===== config.mk =====
export PLATFORM = sky130hd
export DESIGN_NAME = fnv1a_mesh_fingerprint
export DESIGN_NICKNAME = d
export VERILOG_FILES = /design/src/hw/rtl/fmf_pkg.sv /design/src/hw/rtl/fnv1a_mesh_fingerprint.sv
export SDC_FILE = /design/constraint.sdc
export NUM_CORES = 1
export LEC_CHECK = 0
export ABC_AREA = 1
export CORE_AREA = 2 2 202 204
export DETAILED_ROUTE_END_ITERATION = 7
export DIE_AREA = 0 0 204 206
export DONT_BUFFER_PORTS = 1
export GPL_TIMING_DRIVEN = 0
export PLACE_DENSITY = 0.83
export SLEW_MARGIN = 10
export SYNTH_ARGS = -nofsm -noshare
export SYNTH_HDL_FRONTEND = slang
export SYNTH_SLANG_ARGS = --single-unit

===== constraint.sdc =====
create_clock -name clk -period 4.1 [get_ports clk]
set_input_delay 0.82 -clock clk [delete_from_list [all_inputs] [get_ports clk]]
set_output_delay 0.82 -clock clk [all_outputs]
set_load 0.005 [all_outputs]

===== src/hw/rtl/fmf_pkg.sv =====
// ----------------------------------------------------------------------------
// fmf_pkg
// Constants and types for the FNV-1a mesh fingerprint block.
// ----------------------------------------------------------------------------
package fmf_pkg;

    localparam logic [63:0] HASH_BASIS    = 64'hCBF2_9CE4_8422_2325;
    // prime = 2^40 + 0x1B3
    localparam int          PRIME_SHIFT   = 40;
    localparam logic [8:0]  PRIME_LOW     = 9'h1B3;
    localparam logic [63:0] NEG_ZERO_BITS = 64'h8000_0000_0000_0000;

    localparam logic [1:0]  KIND_COUNT    = 2'd0;
    localparam logic [1:0]  KIND_COORD    = 2'd1;
    localparam logic [1:0]  KIND_INDEX    = 2'd2;

    localparam logic [2:0]  LAST_BYTE_IDX = 3'd3;
    localparam logic [2:0]  LAST_BYTE_ALL = 3'd7;

    typedef enum logic [2:0] {
        ST_IDLE = 3'b001,
        ST_HASH = 3'b010,
        ST_EMIT = 3'b100
    } state_t;

endpackage


===== src/hw/rtl/fnv1a_mesh_fingerprint.sv =====
// Steps: an index word takes 4 byte steps, any other word 8, one per cycle,
// paced by the single xor/shift-add multiply unit; a word marked last then
// goes through ST_EMIT to load the output register.
// Input: in_stall holds off a new word until the previous word is hashed;
// a last word also holds it in ST_EMIT while the previous fingerprint stalls.
// Reset: rst_n clears control and out_valid, hash set to the offset basis.
// ----------------------------------------------------------------------------
// fnv1a_mesh_fingerprint
// Folds tagged 64-bit words into a 64-bit FNV-1a hash, one byte per cycle.
// ----------------------------------------------------------------------------
module fnv1a_mesh_fingerprint
    import fmf_pkg::*;
(
    input  logic        clk,
    input  logic        rst_n,
    input  logic        in_valid,
    output logic        in_stall,
    input  logic [63:0] data_word,
    input  logic [1:0]  word_kind,
    input  logic        end_of_mesh,
    output logic        out_valid,
    input  logic        out_stall,
    output logic [63:0] fingerprint
);

    state_t      state_reg, state_next;
    logic [63:0] hash_reg, hash_next;
    logic [63:0] word_reg, word_next;
    logic [2:0]  cnt_reg, cnt_next;
    logic [2:0]  last_reg, last_next;
    logic        eom_reg, eom_next;
    logic        out_valid_reg, out_valid_next;
    logic [63:0] fp_reg, fp_next;

    logic        in_xfer;
    logic        out_xfer;
    logic [63:0] mix_in;
    logic [63:0] mix_out;

    assign in_stall    = (state_reg != ST_IDLE);
    assign in_xfer     = in_valid && !in_stall;
    assign out_valid   = out_valid_reg;
    assign fingerprint = fp_reg;
    assign out_xfer    = out_valid_reg && !out_stall;

    // shared byte step: (h ^ b) * prime
    assign mix_in  = hash_reg ^ {56'd0, word_reg[7:0]};
    assign mix_out = (mix_in << PRIME_SHIFT) + (mix_in * {55'd0, PRIME_LOW});

    always_comb
    begin
        state_next     = state_reg;
        hash_next      = hash_reg;
        word_next      = word_reg;
        cnt_next       = cnt_reg;
        last_next      = last_reg;
        eom_next       = eom_reg;
        fp_next        = fp_reg;
        out_valid_next = out_valid_reg;

        if (out_xfer)
        begin
            out_valid_next = 1'b0;
        end

        unique case (state_reg)
            ST_IDLE:
            begin
                if (in_xfer)
                begin
                    cnt_next  = 3'd0;
                    eom_next  = end_of_mesh;
                    last_next = (word_kind == KIND_INDEX) ? LAST_BYTE_IDX : LAST_BYTE_ALL;
                    if (word_kind == KIND_COORD && data_word == NEG_ZERO_BITS)
                    begin
                        word_next = 64'd0;
                    end
                    else
                    begin
                        word_next = data_word;
                    end
                    state_next = ST_HASH;
                end
            end
            ST_HASH:
            begin
                hash_next = mix_out;
                word_next = {8'd0, word_reg[63:8]};
                cnt_next  = cnt_reg + 3'd1;
                if (cnt_reg == last_reg)
                begin
                    state_next = eom_reg ? ST_EMIT : ST_IDLE;
                end
            end
            ST_EMIT:
            begin
                if (!out_valid_reg || !out_stall)
                begin
                    fp_next        = hash_reg;
                    out_valid_next = 1'b1;
                    hash_next      = HASH_BASIS;
                    state_next     = ST_IDLE;
                end
            end
            default:
            begin
                state_next = ST_IDLE;
            end
        endcase
    end

    always_ff @(posedge clk or negedge rst_n)
    begin
        if (!rst_n)
        begin
            state_reg     <= ST_IDLE;
            hash_reg      <= HASH_BASIS;
            out_valid_reg <= 1'b0;
            cnt_reg       <= 3'd0;
            last_reg      <= LAST_BYTE_ALL;
            eom_reg       <= 1'b0;
        end
        else
        begin
            state_reg     <= state_next;
            hash_reg      <= hash_next;
            out_valid_reg <= out_valid_next;
            cnt_reg       <= cnt_next;
            last_reg      <= last_next;
            eom_reg       <= eom_next;
        end
    end

    always_ff @(posedge clk)
    begin
        word_reg <= word_next;
        fp_reg   <= fp_next;
    end

endmodule


* Word level (Yosys, flattened, before mapping)
Index checks and enable logic that the tools add are counted.
** Word-level totals
- Logic and storage cells :: 53
- Bits in registers :: 203
- Bits of input ports :: 71
- Output and inout port bits :: 66
** Operators by class
- Eq/ne operators :: 11
- Bitwise operators :: 1
- Multiplexer cells :: 16
- Multiply operators :: 1
- Add/subtract/negate cells :: 2
- Reductions and logical operators :: 14
** Operators with widths (number)
- 64-bit case mux with 2 select lines :: 2
- 64-bit 2-to-1 mux :: 3
- 64-bit adder :: 1
- 64-bit equality test (second input constant) :: 1
- 64-bit by 9-bit multiplier with 64-bit output (second input constant) :: 1
- 64-bit by 8-bit bitwise XOR with 64-bit output :: 1
- 3-bit 2-to-1 mux :: 6
- 3-bit case mux with 3 select lines :: 1
- 2-bit AND reduction :: 4
- 2-bit != test (second input constant) :: 3
- 3-bit case mux with 2 select lines :: 1
- 2-bit nonzero test :: 2
- 3-bit by 1-bit adder with 3-bit output (second input constant) :: 1
- 3-bit by 1-bit equality test with 1-bit output (second input constant) :: 1
- 3-bit by 2-bit equality test with 1-bit output (second input constant) :: 1
- 3-bit equality test :: 1
- 3-bit equality test (second input constant) :: 1
- 1-bit logical AND :: 3
- 1-bit zero test :: 3
- 1-bit 2-to-1 mux :: 3
- 3-bit by 1-bit != test with 1-bit output (second input constant) :: 1
- 3-bit AND reduction :: 1
- 2-bit by 1-bit equality test with 1-bit output (second input constant) :: 1
- 2-bit equality test (second input constant) :: 1
- 1-bit logical OR :: 1

* Longest topological paths before layout
- Word-level depth :: 5
- Mapped depth :: 27
- Gate-level depth less buffers :: 27

* Least setup slack after synthesis
No wires, ideal clock.
- Path kind :: register to register
- From :: reg hash_reg[2]
- To :: reg hash_reg[45]
- Path slack :: -0.308 ns
- Clock period less this slack :: 4.408 ns
- Path buffers :: 0
- Stages on the path, launching flop included :: 25
- Data arrival time :: 4.290 ns
- Library setup time :: 0.117 ns
- Data required time :: 3.983 ns
- Cell sequence :: dfstp_2 xnor2_1 inv_1 ha_1 xnor2_1 inv_1 ha_1 or2_2 fa_1 fa_1 ha_1 ha_1 nand2_1 nor2_1 nand2_1 nand2_2 nand2_1 nand2_2 nand2_1 nand2_1 nand2_1 nand2_1 nand2_1 nand3_1 nand2_1
** Between the ends
- Longest elaborated chain between the ends :: 4
** RTL lines
- start: declaration :: line fnv1a_mesh_fingerprint.sv:27 : logic [63:0] hash_reg, hash_next;
- start signal: assignment :: line fnv1a_mesh_fingerprint.sv:126 : hash_reg <= hash_next;
- 64-bit by 8-bit bitwise XOR with 64-bit output (*) :: line fnv1a_mesh_fingerprint.sv:47 : assign mix_in = hash_reg ^ {56'd0, word_reg[7:0]};
- 64-bit by 9-bit multiplier with 64-bit output :: line fnv1a_mesh_fingerprint.sv:48 : assign mix_out = (mix_in << PRIME_SHIFT) + (mix_in * {55'd0, PRIME_LOW});
- 64-bit adder (*) :: line fnv1a_mesh_fingerprint.sv:48
- 64-bit case mux with 2 select lines (*) :: line fnv1a_mesh_fingerprint.sv:66 : unique case (state_reg)
Mark *: on every way between the ends. The rest lies on a longest branch, timed or not.
A chain may end at the register's enable or synchronous reset.

* Worst setup path after layout
- From :: reg hash_reg[23]
- To :: reg hash_reg[53]
** Between the ends
- Longest elaborated chain between the ends :: 4
** RTL lines (line)
- 64-bit by 8-bit bitwise XOR with 64-bit output :: fnv1a_mesh_fingerprint.sv:47
- 64-bit by 9-bit multiplier with 64-bit output :: fnv1a_mesh_fingerprint.sv:48
- 64-bit adder :: fnv1a_mesh_fingerprint.sv:48
- 64-bit case mux with 2 select lines :: fnv1a_mesh_fingerprint.sv:66
No other way between the ends.

==> flow_metrics.tcl <==
set metrics [dict create \
    status "finished, violations left" \
    failing_checks "negative setup slack" \
    placement_rows 74 \
    worst_slew_margin_rel_pct 10.54 \
    fmaxAchievable_mhz 216.7 \
    finalWorstSetupSlack_ns -0.5141 \
    maxSlewViolCount 0 \
    worst-slew-pin-transition_ns 1.342 \
    htree_num_levels 1 \
    flop_and_latch_count_out_of_synthesis 201 \
    synthDominantCellAreaShare_pct 19.49 \
    vias 18921 \
    grt_overflow 0 \
    finalCoreUtilization_pct 71.30 \
    layout-area-overhead-vs-synth_pct 32.82 \
    setup_viol 52 \
    netlist_top_cells_count "inv_1 (784), nand2_1 (688), fa_1 (210), ha_1 (197), edfxtp_1 (128)" \
    grt_antenna_before_repair 0 \
    cts_root_buf "clkbuf_16" \
    overall_track_demand_over_capacity_in_global_routing_pct 35.19 \
    count_leader_synth "inv_1" \
    clk_latency_ns 0.58 \
    cts_bufs_inserted 25 \
    num-nets-final 3380 \
    chipHeight_um 206 \
    place.port_buffers 0 \
    grt_max_degree 66 \
    routedWlPerCell_um 21.76 \
    start_util_pct 53.69 \
    drt_pass1_iterations 6 \
    dp_hpwl_um 54940 \
    min_period_over_period_pct 112.5 \
    seq_area_frac_synth_pct 26.46 \
    cts-root-to-sink-buffers 3 \
    die-width_um 204 \
    yosys-top-cells-area "fa_1 (19%), edfxtp_1 (18%), inv_1 (14%), nand2_1 (12%), ha_1 (11%)" \
    start_kind "flip-flop" \
    clock_sink_count 201 \
    numPlacedInstances 3245 \
    warning_count_from_the_yosys_run 0 \
    via_count_of_the_first_global_routing_pass 19830 \
    crit_fanout 5 \
    placement.setup.worst_slack_ns -1.164 \
    fraction_of_final_layout_cells_sized_beyond_drive_strength_1_pct 34.03 \
    wire_length_of_the_first_global_routing_pass_um 110900 \
    routability_congestion_estimate 1.068 \
    timing_hold_violations_final 0 \
    rsz0062_at_grt "true" \
    setup.worst_path.end_class "flip-flop" \
    route.detailed.drc 0 \
    cells_after_synthesis 2712 \
    synth_cell_type_count 45 \
    synth-main-ff-cell "edfxtp_1" \
    n_fill_cell 2837 \
    syn-num-nets 3190 \
    critical_path_arrival_ns 5.12 \
    route.detailed.vias_per_inst 5.478 \
    ff2ff_path_depth 21 \
    standard_cell_area_after_detailed_placement_sq_mm 0.02296 \
    timing.max_cap.violations 0 \
    synth_enable_flop_cells 128 \
    cts_tree "yes" \
    ys_async_rst_share_pct 36.32 \
    kind_of_path_behind_the_tightest_hold_check "in -> async" \
    post_cts_clock_slew_at_the_launch_and_capture_registers_of_the_worst_setup_and_hold_paths_ns 0.06 \
    netlist.top_cell.by_area "fa_1" \
    skew_ns 0.01106 \
    floorplan.core_area_sq_mm 0.04018 \
    finalNonFillerCells 3454 \
    fp.dieArea_sq_mm 0.04202 \
    post-route-min-period_ns 4.614 \
    initialDrtViolationCount 1397 \
    stdcell_area_sq_mm 0.02865 \
    syn_area_sq_mm 0.02157 \
    timing_worst_setup_path_type "reg -> reg" \
    wirelength_um 75170 \
    antenna_left 0 \
    critical_path_required_ns 4.61 \
    top_level_ports 137 \
    average_cell_area_after_synthesis_sq_um 7.955 \
]
==> stage by stage <==
step	setup TNS, ns	hold WS, ns
finish	-19.15	0.09520
global route	-26.86	0.07181
CTS	-13.60	0.06900
detailed placement	-49.50	0.4842
global placement	-45.75	0.4682
floorplan	-0.3250	0.4571
==> path summary, 6_finish.rpt <==
check	to	slack [ns]	start
setup / recovery	hash_reg[53]	-0.51	hash_reg[23]
hold / removal	hash_reg[38]	0.1	rst_n
setup reg to reg	hash_reg[53]	-0.51	hash_reg[23]
hold reg to reg	last_reg[2]	0.49	last_reg[2]
max in group asynchronous	hash_reg[23]	3.69	rst_n
min in group clk	eom_reg	0.40	end_of_mesh
==> per-layer routing <==
layer  track usage [%]  vias up  share of wire [%]
met3             6.433      259                7.3
li1                  -     8573                  -
met4             18.30        0                6.6
met2             59.79      799                 47
met5                 0        -                  0
met1             42.89     9290                 39
==> critical path: stages (launching register included) <==
cell      delay, ns
dfrtp_2        0.51
ha_4           0.31
inv_1          0.09
fa_1           0.52
inv_1          0.06
fa_1           0.50
inv_1          0.07
fa_1           0.48
inv_1          0.05
ha_1           0.32
ha_4           0.32
nand2_2        0.09
inv_1          0.13
nand2_2        0.13
o21bai_2       0.23
nand2_1        0.09
nand2_1        0.07
nand2_1        0.12
nand4_1        0.16
nand3_2        0.13
nand2_1        0.11
inv_1          0.04
==> cell usage in the layout (no fill, tap or decap), drive strengths merged, types with 2 or more instances in the layout <==
master	instances
inv	788
nand2	711
fa	210
ha	197
buf	175
edfxtp	128
nor2	120
nand3	92
a21oi	80
o21ai	71
clkbuf	50
dfrtp	43
xor2	41
dfstp	30
o21bai	29
xnor2	29
o22ai	26
nand4	24
or2	16
nor4	16
nor3	11
clkinv	7
a21o	4
and2	4
a22o	3
and3	3
nand3b	2
bufinv	2
o32ai	2
==> timing repair <==
action | 4_1_cts | 5_1_grt
hold endpoints to repair | 43 | 0
endpoints found under the setup margin | 57 | 55
setup buffers | 125 | 38
gates cloned | 0 | 0
pin swaps | 196 | 127
hold buffers | 1 | 0
gates resized for setup | 654 | 205
==> layout make-up <==
cell class                 instances  area, sq um  share of cell area (%)
inverter                         787         2977                   10.39
antenna                            1        2.502                0.008734
multi-input combinational       1697        16920                   59.04
tap                              532        665.6                   2.323
clock inverter                    11        126.4                  0.4410
timing repair buffer             164         1359                   4.742
sequential                       201         5747                   20.06
clock buffer                      35        745.7                   2.603
buffer                            26        112.6                  0.3930
==> cells by family (layout without fill, tap and decap cells) <==
kind of cell | count (synthesis) | count (layout) | share of synthesized area [%]
mux | 1 | 1 | 0.05219
xor+xnor | 70 | 70 | 2.842
simple gates | 999 | 999 | 19.61
fa+ha+maj | 407 | 407 | 30.91
compound gates | 220 | 220 | 5.893
flops | 201 | 201 | 26.46
buf+inv | 814 | 1023 | 14.23
other cells | 0 | 1 | 0
Power is left out: the tool's default activity adds up to more than one toggle a clock period on the data nets, which glitch-free logic cannot reach.
